`config.mk`:
```
export PLATFORM = sky130hd
export DESIGN_NAME = gost_cipher_mode_engine_flat
export DESIGN_NICKNAME = d
export VERILOG_FILES = /design/src/design/gcme_pkg.sv /design/src/design/gcme_if.sv /design/src/design/gcme_ctrl.sv /design/src/design/gcme_datapath.sv /design/src/design/gost_cipher_mode_engine.sv /design/src/flat_wrapper.sv
export SDC_FILE = /design/constraint.sdc
export NUM_CORES = 1
export LEC_CHECK = 0
export ABC_AREA = 1
export BUFFER_PORTS_ARGS = -buffer_cell sky130_fd_sc_hd__buf_2
export CAP_MARGIN = 20
export CELL_PAD_IN_SITES_DETAIL_PLACEMENT = 0
export CELL_PAD_IN_SITES_GLOBAL_PLACEMENT = 1
export CORE_UTILIZATION = 45
export CTS_CLUSTER_DIAMETER = 30
export DETAILED_ROUTE_END_ITERATION = 7
export PLACE_DENSITY_LB_ADDON = 0.1
export SKIP_CTS_REPAIR_TIMING = 1
export SYNTH_ARGS = -nofsm -noshare
export SYNTH_HDL_FRONTEND = slang
export SYNTH_SLANG_ARGS = --single-unit
```
`constraint.sdc`:
```
create_clock -name clk -period 10.9 [get_ports clk]
set_clock_uncertainty 0.2 [all_clocks]
set_input_delay 1.635 -clock clk [delete_from_list [all_inputs] [get_ports clk]]
set_output_delay 1.635 -clock clk [all_outputs]
set_load 0.005 [all_outputs]
```
`src/design/gcme_pkg.sv`:
```
// Package for the GOST block cipher mode engine: modes, register indexes,
// controller/datapath command and status types, S-box substitution.
// No dependencies.
package gcme_pkg;

	localparam int BLK_W    = 64;
	localparam int HALF_W   = 32;
	localparam int CFG_IDX_W = 3;
	localparam int ROUND_W  = 5;
	localparam int ROT_LEFT = 11;

	localparam logic [ROUND_W-1:0] LAST_ROUND_FULL = 5'd31;
	localparam logic [ROUND_W-1:0] LAST_ROUND_MAC  = 5'd15;

	// Register indexes on the configuration channel
	localparam logic [CFG_IDX_W-1:0] REG_KEY_A = 3'd0;
	localparam logic [CFG_IDX_W-1:0] REG_KEY_B = 3'd1;
	localparam logic [CFG_IDX_W-1:0] REG_KEY_C = 3'd2;
	localparam logic [CFG_IDX_W-1:0] REG_KEY_D = 3'd3;
	localparam logic [CFG_IDX_W-1:0] REG_MODE  = 3'd4;
	localparam logic [CFG_IDX_W-1:0] REG_DIR   = 3'd5;
	localparam logic [CFG_IDX_W-1:0] REG_IV    = 3'd6;

	typedef enum logic [1:0] {
		MODE_ECB = 2'd0,
		MODE_OFB = 2'd1,
		MODE_CFB = 2'd2,
		MODE_MAC = 2'd3
	} mode_t;

	typedef enum logic [1:0] {
		ST_IDLE,
		ST_RUN,
		ST_FINISH
	} state_t;

	typedef struct packed {
		logic       load;
		logic       round;
		logic [2:0] key_idx;
		logic       finish;
	} cmd_t;

	typedef struct packed {
		mode_t mode;
		logic  dir;
		logic  out_busy;
	} sts_t;

	localparam logic [3:0] SBOX [0:7][0:15] = '{
		'{4'd4, 4'd10, 4'd9, 4'd2, 4'd13, 4'd8, 4'd0, 4'd14,
		  4'd6, 4'd11, 4'd1, 4'd12, 4'd7, 4'd15, 4'd5, 4'd3},
		'{4'd14, 4'd11, 4'd4, 4'd12, 4'd6, 4'd13, 4'd15, 4'd10,
		  4'd2, 4'd3, 4'd8, 4'd1, 4'd0, 4'd7, 4'd5, 4'd9},
		'{4'd5, 4'd8, 4'd1, 4'd13, 4'd10, 4'd3, 4'd4, 4'd2,
		  4'd14, 4'd15, 4'd12, 4'd7, 4'd6, 4'd0, 4'd9, 4'd11},
		'{4'd7, 4'd13, 4'd10, 4'd1, 4'd0, 4'd8, 4'd9, 4'd15,
		  4'd14, 4'd4, 4'd6, 4'd12, 4'd11, 4'd2, 4'd5, 4'd3},
		'{4'd6, 4'd12, 4'd7, 4'd1, 4'd5, 4'd15, 4'd13, 4'd8,
		  4'd4, 4'd10, 4'd9, 4'd14, 4'd0, 4'd3, 4'd11, 4'd2},
		'{4'd4, 4'd11, 4'd10, 4'd0, 4'd7, 4'd2, 4'd1, 4'd13,
		  4'd3, 4'd6, 4'd8, 4'd5, 4'd9, 4'd12, 4'd15, 4'd14},
		'{4'd13, 4'd11, 4'd4, 4'd1, 4'd3, 4'd15, 4'd5, 4'd9,
		  4'd0, 4'd10, 4'd14, 4'd7, 4'd6, 4'd8, 4'd2, 4'd12},
		'{4'd1, 4'd15, 4'd13, 4'd0, 4'd5, 4'd7, 4'd10, 4'd4,
		  4'd9, 4'd2, 4'd3, 4'd14, 4'd6, 4'd11, 4'd8, 4'd12}
	};

	// Nibble i goes through box i
	function automatic logic [HALF_W-1:0] sbox_sub(input logic [HALF_W-1:0] s);
		logic [HALF_W-1:0] t;
		t = '0;
		for (int i = 0; i < 8; i++) begin
			t[4*i +: 4] = SBOX[i][s[4*i +: 4]];
		end
		return t;
	endfunction

endpackage

```
`src/design/gcme_if.sv`:
```
// Channel interfaces of the GOST cipher mode engine: input items, results,
// configuration writes. Depends on gcme_pkg.
interface gcme_in_if import gcme_pkg::*; ();
	logic             valid;
	logic             ready;
	logic [BLK_W-1:0] block_in;
	logic             restart;

	modport source (output valid, output block_in, output restart, input ready);
	modport sink   (input valid, input block_in, input restart, output ready);
endinterface

interface gcme_out_if import gcme_pkg::*; ();
	logic             valid;
	logic             ready;
	logic [BLK_W-1:0] block_out;

	modport source (output valid, output block_out, input ready);
	modport sink   (input valid, input block_out, output ready);
endinterface

interface gcme_cfg_if import gcme_pkg::*; ();
	logic                 valid;
	logic                 ready;
	logic [CFG_IDX_W-1:0] index;
	logic [BLK_W-1:0]     data;

	modport source (output valid, output index, output data, input ready);
	modport sink   (input valid, input index, input data, output ready);
endinterface

```
`src/design/gcme_ctrl.sv`:
```
// Controller of the GOST cipher mode engine: sequences load, rounds and finish,
// chooses the subkey order. Depends on gcme_pkg.
module gcme_ctrl import gcme_pkg::*; (
	input  logic clk,
	input  logic arst_n,
	input  logic item_valid,
	output logic item_ready,
	input  sts_t sts,
	output cmd_t cmd
);

	state_t             state_q, state_d;
	logic [ROUND_W-1:0] round_q;
	logic               last_round;
	logic               reverse;

	always_ff @(posedge clk or negedge arst_n) begin
		if (!arst_n) begin
			state_q <= ST_IDLE;
			round_q <= '0;
		end else begin
			state_q <= state_d;
			if (cmd.round) begin
				round_q <= last_round ? '0 : round_q + 1'b1;
			end
		end
	end

	assign last_round = (sts.mode == MODE_MAC) ? (round_q == LAST_ROUND_MAC)
	                                           : (round_q == LAST_ROUND_FULL);

	// Encrypt: 0..7 three times then 7..0; decrypt: 0..7 then 7..0 three times; MAC: 0..7 twice
	always_comb begin
		unique case (sts.mode)
			MODE_ECB: reverse = sts.dir ? (round_q[4:3] != 2'd0) : (round_q[4:3] == 2'd3);
			MODE_OFB,
			MODE_CFB: reverse = (round_q[4:3] == 2'd3);
			default:  reverse = 1'b0;
		endcase
	end

	always_comb begin
		state_d     = state_q;
		item_ready  = 1'b0;
		cmd.load    = 1'b0;
		cmd.round   = 1'b0;
		cmd.finish  = 1'b0;
		cmd.key_idx = reverse ? ~round_q[2:0] : round_q[2:0];
		unique case (state_q)
			ST_IDLE: begin
				item_ready = 1'b1;
				if (item_valid) begin
					cmd.load = 1'b1;
					state_d  = ST_RUN;
				end
			end
			ST_RUN: begin
				cmd.round = 1'b1;
				if (last_round) begin
					state_d = ST_FINISH;
				end
			end
			ST_FINISH: begin
				if (!sts.out_busy) begin
					cmd.finish = 1'b1;
					state_d    = ST_IDLE;
				end
			end
			default: state_d = ST_IDLE;
		endcase
	end

`ifndef SYNTHESIS
	a_load_starts_run: assert property (@(posedge clk) disable iff (!arst_n)
		cmd.load |=> (state_q == ST_RUN))
		else $error("load did not start the round sequence");
	a_idle_round_zero: assert property (@(posedge clk) disable iff (!arst_n)
		(state_q == ST_IDLE) |-> (round_q == '0))
		else $error("round counter not cleared while idle");
	a_finish_only_free: assert property (@(posedge clk) disable iff (!arst_n)
		cmd.finish |-> !sts.out_busy)
		else $error("finish while output register still held");
	a_finish_to_idle: assert property (@(posedge clk) disable iff (!arst_n)
		cmd.finish |=> (state_q == ST_IDLE))
		else $error("finish did not return to idle");
`endif

endmodule

```
`src/design/gcme_datapath.sv`:
```
// Datapath of the GOST cipher mode engine: configuration registers, feedback,
// round unit, result register. Depends on gcme_pkg and gcme_if.
module gcme_datapath import gcme_pkg::*; (
	input  logic             clk,
	input  logic             arst_n,
	input  logic [BLK_W-1:0] block_in,
	input  logic             restart,
	gcme_cfg_if.sink         cfg,
	gcme_out_if.source       result,
	input  cmd_t             cmd,
	output sts_t             sts
);

	logic [BLK_W-1:0]  key_q [0:3];
	mode_t             mode_q;
	logic              dir_q;
	logic [BLK_W-1:0]  iv_q;
	logic [BLK_W-1:0]  fb_q;
	logic [BLK_W-1:0]  blk_q;
	logic [HALF_W-1:0] n1_q, n2_q;
	logic [BLK_W-1:0]  res_q;
	logic              out_valid_q;

	logic [BLK_W-1:0]  fb_start;
	logic [BLK_W-1:0]  src;
	logic [BLK_W-1:0]  key_word;
	logic [HALF_W-1:0] subkey, sum, sub, rot;
	logic [BLK_W-1:0]  gamma;
	logic [BLK_W-1:0]  xored;

	assign cfg.ready = 1'b1;

	always_ff @(posedge clk or negedge arst_n) begin
		if (!arst_n) begin
			for (int i = 0; i < 4; i++) begin
				key_q[i] <= '0;
			end
			mode_q <= MODE_ECB;
			dir_q  <= 1'b0;
			iv_q   <= '0;
		end else if (cfg.valid) begin
			unique case (cfg.index)
				REG_KEY_A: key_q[0] <= cfg.data;
				REG_KEY_B: key_q[1] <= cfg.data;
				REG_KEY_C: key_q[2] <= cfg.data;
				REG_KEY_D: key_q[3] <= cfg.data;
				REG_MODE:  mode_q   <= mode_t'(cfg.data[1:0]);
				REG_DIR:   dir_q    <= cfg.data[0];
				REG_IV:    iv_q     <= cfg.data;
				default:   ;
			endcase
		end
	end

	// Starting halves per mode; outside ECB, restart reloads the feedback first
	always_comb begin
		unique case (mode_q)
			MODE_ECB: fb_start = fb_q;
			MODE_MAC: fb_start = restart ? '0 : fb_q;
			default:  fb_start = restart ? iv_q : fb_q;
		endcase
		unique case (mode_q)
			MODE_ECB: src = block_in;
			MODE_MAC: src = fb_start ^ block_in;
			default:  src = fb_start;
		endcase
	end

	assign key_word = key_q[cmd.key_idx[2:1]];
	assign subkey   = cmd.key_idx[0] ? key_word[BLK_W-1:HALF_W] : key_word[HALF_W-1:0];
	assign sum      = n1_q + subkey;
	assign sub      = sbox_sub(sum);
	assign rot      = {sub[HALF_W-1-ROT_LEFT:0], sub[HALF_W-1:HALF_W-ROT_LEFT]};
	assign gamma    = {n1_q, n2_q};
	assign xored    = blk_q ^ gamma;

	always_ff @(posedge clk) begin
		if (cmd.load) begin
			n1_q  <= src[HALF_W-1:0];
			n2_q  <= src[BLK_W-1:HALF_W];
			blk_q <= block_in;
		end else if (cmd.round) begin
			n1_q <= n2_q ^ rot;
			n2_q <= n1_q;
		end
		if (cmd.finish) begin
			unique case (mode_q)
				MODE_ECB: res_q <= gamma;
				MODE_MAC: res_q <= gamma;
				default:  res_q <= xored;
			endcase
		end
	end

	always_ff @(posedge clk or negedge arst_n) begin
		if (!arst_n) begin
			fb_q        <= '0;
			out_valid_q <= 1'b0;
		end else begin
			if (cmd.finish) begin
				out_valid_q <= 1'b1;
				unique case (mode_q)
					MODE_ECB: fb_q <= fb_q;
					MODE_CFB: fb_q <= dir_q ? blk_q : xored;
					default:  fb_q <= gamma;
				endcase
			end else if (result.ready) begin
				out_valid_q <= 1'b0;
			end
		end
	end

	assign result.valid     = out_valid_q;
	assign result.block_out = res_q;

	assign sts.mode     = mode_q;
	assign sts.dir      = dir_q;
	assign sts.out_busy = out_valid_q && !result.ready;

endmodule

```
`src/design/gost_cipher_mode_engine.sv`:
```
// Top level of the GOST 28147-89 cipher mode engine (ECB, OFB, CFB, MAC).
// Depends on gcme_pkg, gcme_if, gcme_ctrl and gcme_datapath.
//
// Usage:
//   cfg    - write channel; index selects key_words_a..d (0..3), cipher_mode (4),
//            direction (5), init_vector (6). Other indexes are dropped. Ready is
//            always high. Write only while no block is in flight.
//   item   - one 64-bit block per transaction plus the restart flag, which
//            reloads the feedback (init vector in OFB/CFB, zero in MAC).
//   result - one 64-bit block per item transaction; in MAC the tag is bits 31:0.
// Timing: one shared round unit runs one round per cycle. An item goes
//   through a load step, 32 rounds (16 in MAC) and a finish step that
//   registers its result; the next item is taken only after that finish
//   step. Outside ECB, each block chains off the feedback left by the one
//   before it.
// Stall: the result sits in an output register; the next item is taken while
//   it waits, and its rounds run, but the finish step holds until the
//   waiting result is taken.
// Reset: arst_n clears keys, mode, direction, init vector and feedback to zero
//   and drops any block in flight.
module gost_cipher_mode_engine import gcme_pkg::*; (
	input  logic        clk,
	input  logic        arst_n,
	gcme_cfg_if.sink    cfg,
	gcme_in_if.sink     item,
	gcme_out_if.source  result
);

	cmd_t cmd;
	sts_t sts;

	// Sequence load, rounds and finish
	gcme_ctrl u_ctrl (
		.clk        (clk),
		.arst_n     (arst_n),
		.item_valid (item.valid),
		.item_ready (item.ready),
		.sts        (sts),
		.cmd        (cmd)
	);

	// Hold configuration and feedback, run the round unit, drive the result
	gcme_datapath u_datapath (
		.clk      (clk),
		.arst_n   (arst_n),
		.block_in (item.block_in),
		.restart  (item.restart),
		.cfg      (cfg),
		.result   (result),
		.cmd      (cmd),
		.sts      (sts)
	);

endmodule

```
`src/flat_wrapper.sv`:
```
// flat-port wrapper written by rule: the top's interface ports become plain ports
module gost_cipher_mode_engine_flat import gcme_pkg::*;
  (clk, arst_n, cfg_valid, cfg_index, cfg_data, cfg_ready, item_valid, item_block_in, item_restart, item_ready, result_valid, result_block_out, result_ready);
  gcme_cfg_if cfg_i ();
  gcme_in_if item_i ();
  gcme_out_if result_i ();
  input  logic clk;
  input  logic arst_n;
  input wire logic [$bits(cfg_i.valid)-1:0] cfg_valid;
  input wire logic [$bits(cfg_i.index)-1:0] cfg_index;
  input wire logic [$bits(cfg_i.data)-1:0] cfg_data;
  output wire logic [$bits(cfg_i.ready)-1:0] cfg_ready;
  input wire logic [$bits(item_i.valid)-1:0] item_valid;
  input wire logic [$bits(item_i.block_in)-1:0] item_block_in;
  input wire logic [$bits(item_i.restart)-1:0] item_restart;
  output wire logic [$bits(item_i.ready)-1:0] item_ready;
  output wire logic [$bits(result_i.valid)-1:0] result_valid;
  output wire logic [$bits(result_i.block_out)-1:0] result_block_out;
  input wire logic [$bits(result_i.ready)-1:0] result_ready;
  assign cfg_i.valid = cfg_valid;
  assign cfg_i.index = cfg_index;
  assign cfg_i.data = cfg_data;
  assign cfg_ready = cfg_i.ready;
  assign item_i.valid = item_valid;
  assign item_i.block_in = item_block_in;
  assign item_i.restart = item_restart;
  assign item_ready = item_i.ready;
  assign result_valid = result_i.valid;
  assign result_block_out = result_i.block_out;
  assign result_i.ready = result_ready;
  gost_cipher_mode_engine u_core (.clk(clk), .arst_n(arst_n), .cfg(cfg_i), .item(item_i), .result(result_i));
endmodule
```
Word level (Yosys, flattened, before mapping)
Memories as Yosys holds them, arrays and structs flattened.
Index checks and enable logic that the tools add are counted.
- register bits: 587
- memories: 8
- word-level logic and storage cells: 132
- bits in read-only memories: 512
- input port bits: 137
- output and inout bits: 67
- eq/ne operators: 17
- mux-type cells: 48
- reductions and logical operators: 19
- bitwise gates (word level): 14
- magnitude comparators: 9
- add/subtract/negate cells: 2
- memory list (memory ; depth ; width ; rd ports ; clocked after Yosys merged registers in ; wr ports ; line ; source):
    (name not given) ; 16 ; 4 ; 1 ; 0 ; 0 ; gcme_pkg.sv:74 ; t[4*i +: 4] = SBOX[i][s[4*i +: 4]];
    (name not given) ; 16 ; 4 ; 1 ; 0 ; 0 ; gcme_pkg.sv:74 ;
    (name not given) ; 16 ; 4 ; 1 ; 0 ; 0 ; gcme_pkg.sv:74 ;
    (name not given) ; 16 ; 4 ; 1 ; 0 ; 0 ; gcme_pkg.sv:74 ;
    (name not given) ; 16 ; 4 ; 1 ; 0 ; 0 ; gcme_pkg.sv:74 ;
    (name not given) ; 16 ; 4 ; 1 ; 0 ; 0 ; gcme_pkg.sv:74 ;
    +2 memories ; - ; - ; - ; - ; - ; - ;
- operators with widths (operator ; number):
    $mux 64 ; 6
    $pmux 64 s2 ; 3
    $mux 32 ; 5
    $bmux 64 s2 ; 1
    $xor 64x64->64 ; 2
    $mux 4 ; 16
    $ge 5x5->1 const B ; 8
    $not 4->5 ; 8
    $add 32x32->32 ; 1
    $xor 32x32->32 ; 1
    $reduce_and 2->1 ; 8
    $mux 1 ; 10
    $eq 3x3->1 const B ; 3
    $eq 2x2->1 const B ; 4
    $eq 3x2->1 const B ; 2
    $mux 2 ; 3
    $ne 2x2->1 const B ; 3
    $pmux 2 s3 ; 1
    $reduce_bool 2->1 ; 3
    $add 5x1->5 const B ; 1
    $eq 5x4->1 const B ; 1
    $eq 5x5->1 const B ; 1
    $mux 5 ; 1
    $eq 2x1->1 const B ; 2
    13 further kinds ; 15

Logic depth before layout (Yosys ltp)
- depth after elaboration: 17
- depth in mapped cells: 36
- mapped depth without buffers: 33

Modules after synthesis
A second synthesis with hierarchy kept.
- cells, all modules: 4011
- area total of the unflattened synthesis: 32001.9 sq um
- by module, submodules not included (module ; seq. area each (sq um) ; area each (sq um) ; cells each ; instances):
    gcme_datapath ; 15474.8 ; 31505.2 ; 3943 ; 1
    gcme_ctrl ; 175.2 ; 496.7 ; 68 ; 1

Worst setup path after synthesis
Ideal clock, no wire load.
- path kind: input to register
- from: input port result_ready
- to: register u_core.u_datapath.fb_q[57]
- buffers on the path: 3
- slack: 5186 ps
- library setup time: 134 ps
- stages: 8
- data arrival time: 5380 ps
- required time: 10566 ps
- path through: nor2_1 -> nor2_1 -> nand2_1 -> clkbuf_1 -> clkbuf_1 -> clkbuf_1 -> nand2_1 -> o21ai_0
- RTL lines (what ; line ; source):
    start: declaration ; flat_wrapper.sv:19 ; input wire logic [$bits(result_i.ready)-1:0] result_ready;
    end signal: assignment ; gcme_datapath.sv:103 ; MODE_ECB: fb_q <= fb_q;
    end signal: assignment ; gcme_datapath.sv:104 ; MODE_CFB: fb_q <= dir_q ? blk_q : xored;
    end signal: assignment ; gcme_datapath.sv:105 ; default: fb_q <= gamma;
    end: declaration ; gcme_datapath.sv:18 ; logic [BLK_W-1:0] fb_q;

Worst setup path after layout
- from: register u_core.u_datapath.mode_q[1]
- to: register u_core.u_datapath.n1_q[20] (data pin)
- word-level cells in the longest chain between the ends: 17
- elaborated cells between the ends (all ways): 23
- classes of those cells: 1 x add/sub; 3 x eq/ne; 12 x mux; 4 x bitwise; 2 x reduce/logical; 1 x memory
- RTL lines (what ; line ; source):
    start: declaration ; gcme_datapath.sv:15 ; mode_t mode_q;
    start signal: assignment ; gcme_datapath.sv:47 ; REG_MODE: mode_q <= mode_t'(cfg.data[1:0]);
    $eq 2x1->1 or $eq 2x2->1 (tied branches) ; gcme_ctrl.sv:34 ; unique case (sts.mode)
    $reduce_or 2->1 ; gcme_ctrl.sv:34 ;
    $pmux 1 s2 ; gcme_ctrl.sv:34 ;
    $mux 3 ; gcme_ctrl.sv:48 ; cmd.key_idx = reverse ? ~round_q[2:0] : round_q[2:0];
    $not 2->3 (not written as such) ; gcme_datapath.sv:69 ; assign key_word = key_q[cmd.key_idx[2:1]];
    $bmux 64 s2 ; gcme_datapath.sv:69 ;
    $mux 64 (not written as such) (2 in series) ; gcme_datapath.sv:69 ;
    $mux 32 ; gcme_datapath.sv:70 ; assign subkey = cmd.key_idx[0] ? key_word[BLK_W-1:HALF_W] : key_word[HALF_W-1:0];
    $add 32x32->32 ; gcme_datapath.sv:71 ; assign sum = n1_q + subkey;
    $not 4->5 (not written as such) ; gcme_pkg.sv:74 ;
    $mem_v2 16x4 ; - ;
    $mux 4 (not written as such) (2 in series) ; gcme_pkg.sv:74 ;
    $xor 32x32->32 ; gcme_datapath.sv:83 ; n1_q <= n2_q ^ rot;
    $mux 32 ; gcme_datapath.sv:82 ; end else if (cmd.round) begin
    $mux 32 (*) ; gcme_datapath.sv:78 ; if (cmd.load) begin
    end signal: assignment ; gcme_datapath.sv:79 ; n1_q <= src[HALF_W-1:0];
    end signal: assignment ; gcme_datapath.sv:83 ;
    end: declaration ; gcme_datapath.sv:20 ; logic [HALF_W-1:0] n1_q, n2_q;
Every way passes the cells marked *; elsewhere a longest branch is shown, timed or not. The select of a mux whose other input is x is not followed.
A chain may end at the register's enable or synchronous reset.

==> results_dict.tcl <==
set metrics [dict create \
    timing.critical_path.required_ps 11130 \
    track_usage_pct 31.5 \
    cts_buffers 144 \
    first_iter_violations 2700 \
    syn_to_final_growth_pct 21.7 \
    synthSimpleGateAreaFrac_pct 23.1 \
    synth_area_mm2 0.0318 \
    top_fanout_value_on_the_critical_path 65 \
    detail_route.vias_per_cell 5.46 \
    drt_first_pass_iters 6 \
    hp-class "reg2reg" \
    antenna_violations_before_repair 13 \
    critical_path.slowest_cell "buf_4" \
    cap_violations 0 \
    global_route_wire_length_before_repair_mm 167 \
    detailedPlacementHpwl_mm 74.6 \
    maxSlewViolCount 0 \
    crit_path_frequent_cell "nand2_1" \
    clock_root_cell "clkbuf_16" \
    timing_hold_violations_final 0 \
    finalCoreUtilization_pct 55.3 \
    finalWeightedCongestion 0.930 \
    initial_utilization_pct 45.4 \
    rows 97 \
    synth_ff_type "dfrtp_1" \
    yosys.area_share.xor_xnor_pct 4.13 \
    synth_top_family_by_area "simple AND/OR/NAND/NOR gates" \
    maxClockFrequency_mhz 152 \
    timing.final.crit_share_pct 60.4 \
    die_ht_um 268 \
    die_width_um 268 \
    io_pins 204 \
    globalRoute.totalOverflow 0 \
    synth_seq_area_share_pct 49.2 \
    postSynth.asyncResetShare_pct 67.3 \
    via_count 28393 \
    share_of_the_synthesized_area_in_compound_gates_ao_oa_aoi_oai_pct 14.2 \
    clock_insertion_delay_worst_skew_ps 730 \
    cpPeakStageDelay_ps 790 \
    area_enclosed_by_the_die_boundary_mm2 0.0717 \
    wirelength_mm 113 \
    worst-path-buf-inv 4 \
    post-route-min-period_ps 6590 \
    drc_errors 0 \
    worstMarginPinSlew_ps 1120 \
    net_count_of_the_finished_layout 4353 \
    start_kind "register" \
    synth_cell_types 43 \
    setup_violations 0 \
    clock_sinks 587 \
    final_layout_size_suffix_gt1_share_pct 12.0 \
    cpLargestDelayFamily "buffers and inverters" \
    final.setup.tns_ps 0 \
    path_clk_slew_ps 40 \
    adder_cell_fraction_of_synth_area_pct 3.17 \
    synth_enable_flop_cells 192 \
    syn-num-nets 4190 \
    max-clock-path-buffers 3 \
    grt_max_degree 127 \
    cts_tree "yes" \
    run_status "complete, no violations" \
    critPathArrivalTime_ps 6820 \
    worst_setup_path_end_kind "register" \
    netlist_instances 3973 \
    via_count_of_the_first_global_routing_pass 26405 \
    grt_setup_unrepaired "false" \
    critPathKind "reg2reg" \
    synth.area.mux_share_pct 0 \
    synth.avg_cell_area_um2 8.01 \
    synth-seq-cells 587 \
    buffer_ports.inserted 202 \
    slew_headroom_pct 25.2 \
    route.detailed.wl_per_inst_um 21.6 \
    yosysWarnings 0 \
    htree_num_levels 4 \
    core-area_mm2 0.0700 \
    ant_nets 0 \
]
-- final timing paths --
kind | startpoint | to | slack, ps | depth (start not counted)
worst max-delay path | u_core.u_datapath.mode_q[1] | u_core.u_datapath.n1_q[20] | 4310 | 26
worst min-delay path | u_core.u_datapath.key_q[229] | u_core.u_datapath.key_q[229] | 280 | 2
worst max register to register | u_core.u_datapath.mode_q[1] | u_core.u_datapath.n1_q[20] | 4310 | 26
worst min register to register | u_core.u_datapath.key_q[229] | u_core.u_datapath.key_q[229] | 280 | 2
max in group asynchronous | arst_n | u_core.u_datapath.key_q[53] | 7820 | 3
min in group asynchronous | arst_n | u_core.u_datapath.fb_q[36] | 650 | 1
-- per-stage QoR --
step | cells | instance area [µm²] | hold slack [ps] | worst slack [ps]
after floorplan | 3973 | 31800 | 253 | 5190
after global placement | 4930 | 33500 | 265 | 4520
after detailed placement | 4930 | 33500 | 273 | 4450
after CTS | 5197 | 38700 | 283 | 4430
after global routing | 5201 | 38700 | 294 | 3980
final | 5201 | 38700 | 277 | 4310
-- synth_stat cells, types with 8 or more instances --
| cell type | number | share of area (%) |
|---|---|---|
| o221ai_1 | 56 | 1.5 |
| o21ai_0 | 466 | 7.3 |
| edfxtp_1 | 192 | 18 |
| nand2_2 | 8 | 0.16 |
| ha_1 | 79 | 3.1 |
| nand2_1 | 1427 | 17 |
| buf_1 | 37 | 0.44 |
| dfrtp_1 | 395 | 31 |
| clkbuf_1 | 167 | 2.0 |
| xor2_1 | 74 | 2.0 |
| xnor2_1 | 74 | 2.0 |
| a21oi_1 | 157 | 2.5 |
| o211ai_1 | 70 | 1.7 |
| nor2_1 | 92 | 1.1 |
| inv_1 | 300 | 3.5 |
| a221oi_1 | 16 | 0.44 |
| nand3_1 | 299 | 4.7 |
-- area by class of cell --
class,count,area (µm²)
sequential,587,15700
clock inverter,77,1130
timing repair buffer,231,1240
clock buffer,190,4030
inverter,305,1150
antenna,4,10.0
tap,940,1180
multi-input combinational,2867,14300
fill,6594,31300
-- cells by family (layout without fill, tap and decap cells) --
logic type | Yosys count | in the layout
other | 1 | 5
XOR/XNOR | 149 | 149
AND/OR/NAND/NOR | 1840 | 1840
adder cells (fa/ha/maj) | 80 | 80
buffers and inverters | 519 | 803
AO/OA/AOI/OAI | 797 | 797
flip-flops | 587 | 587
-- per-layer routing --
metal	track usage, %	part of all wire [%]
met1	43.4	43
met2	46.8	44
met3	7.62	8.5
met4	14.5	4.0
met5	0	0.048
-- flip-flops by register name (all words and copies together) (netlist names) --
| signal | count |
|---|---|
| u_core.u_datapath.key_q | 256 |
| u_core.u_datapath.blk_q | 64 |
| u_core.u_datapath.fb_q | 64 |
| u_core.u_datapath.iv_q | 64 |
| u_core.u_datapath.result.block_out | 64 |
| u_core.u_datapath.n1_q | 32 |
| u_core.u_datapath.n2_q | 32 |
| u_core.u_ctrl.round_q | 5 |
| u_core.u_ctrl.state_q | 2 |
| u_core.u_datapath.mode_q | 2 |
| u_core.u_datapath.dir_q | 1 |
| u_core.u_datapath.result.valid | 1 |
-- tightest hold or removal path, stage by stage (launching register included) --
cell and delay (ps):
dfrtp_1 330, nand2_1 50, o21ai_0 60
-- layout by cell type (no fill, tap or decap), types with 91 or more instances in the layout --
| cell type | instances |
|---|---|
| a21oi_1 | 157 |
| buf_2 | 201 |
| clkbuf_16 | 147 |
| dfrtp_1 | 395 |
| edfxtp_1 | 192 |
| inv_1 | 297 |
| nand2_1 | 1418 |
| nand3_1 | 298 |
| nor2_1 | 91 |
| o21ai_0 | 466 |
Power is left out: the tool's default activity adds up to more than one toggle a clock period on the data nets, which glitch-free logic cannot reach.
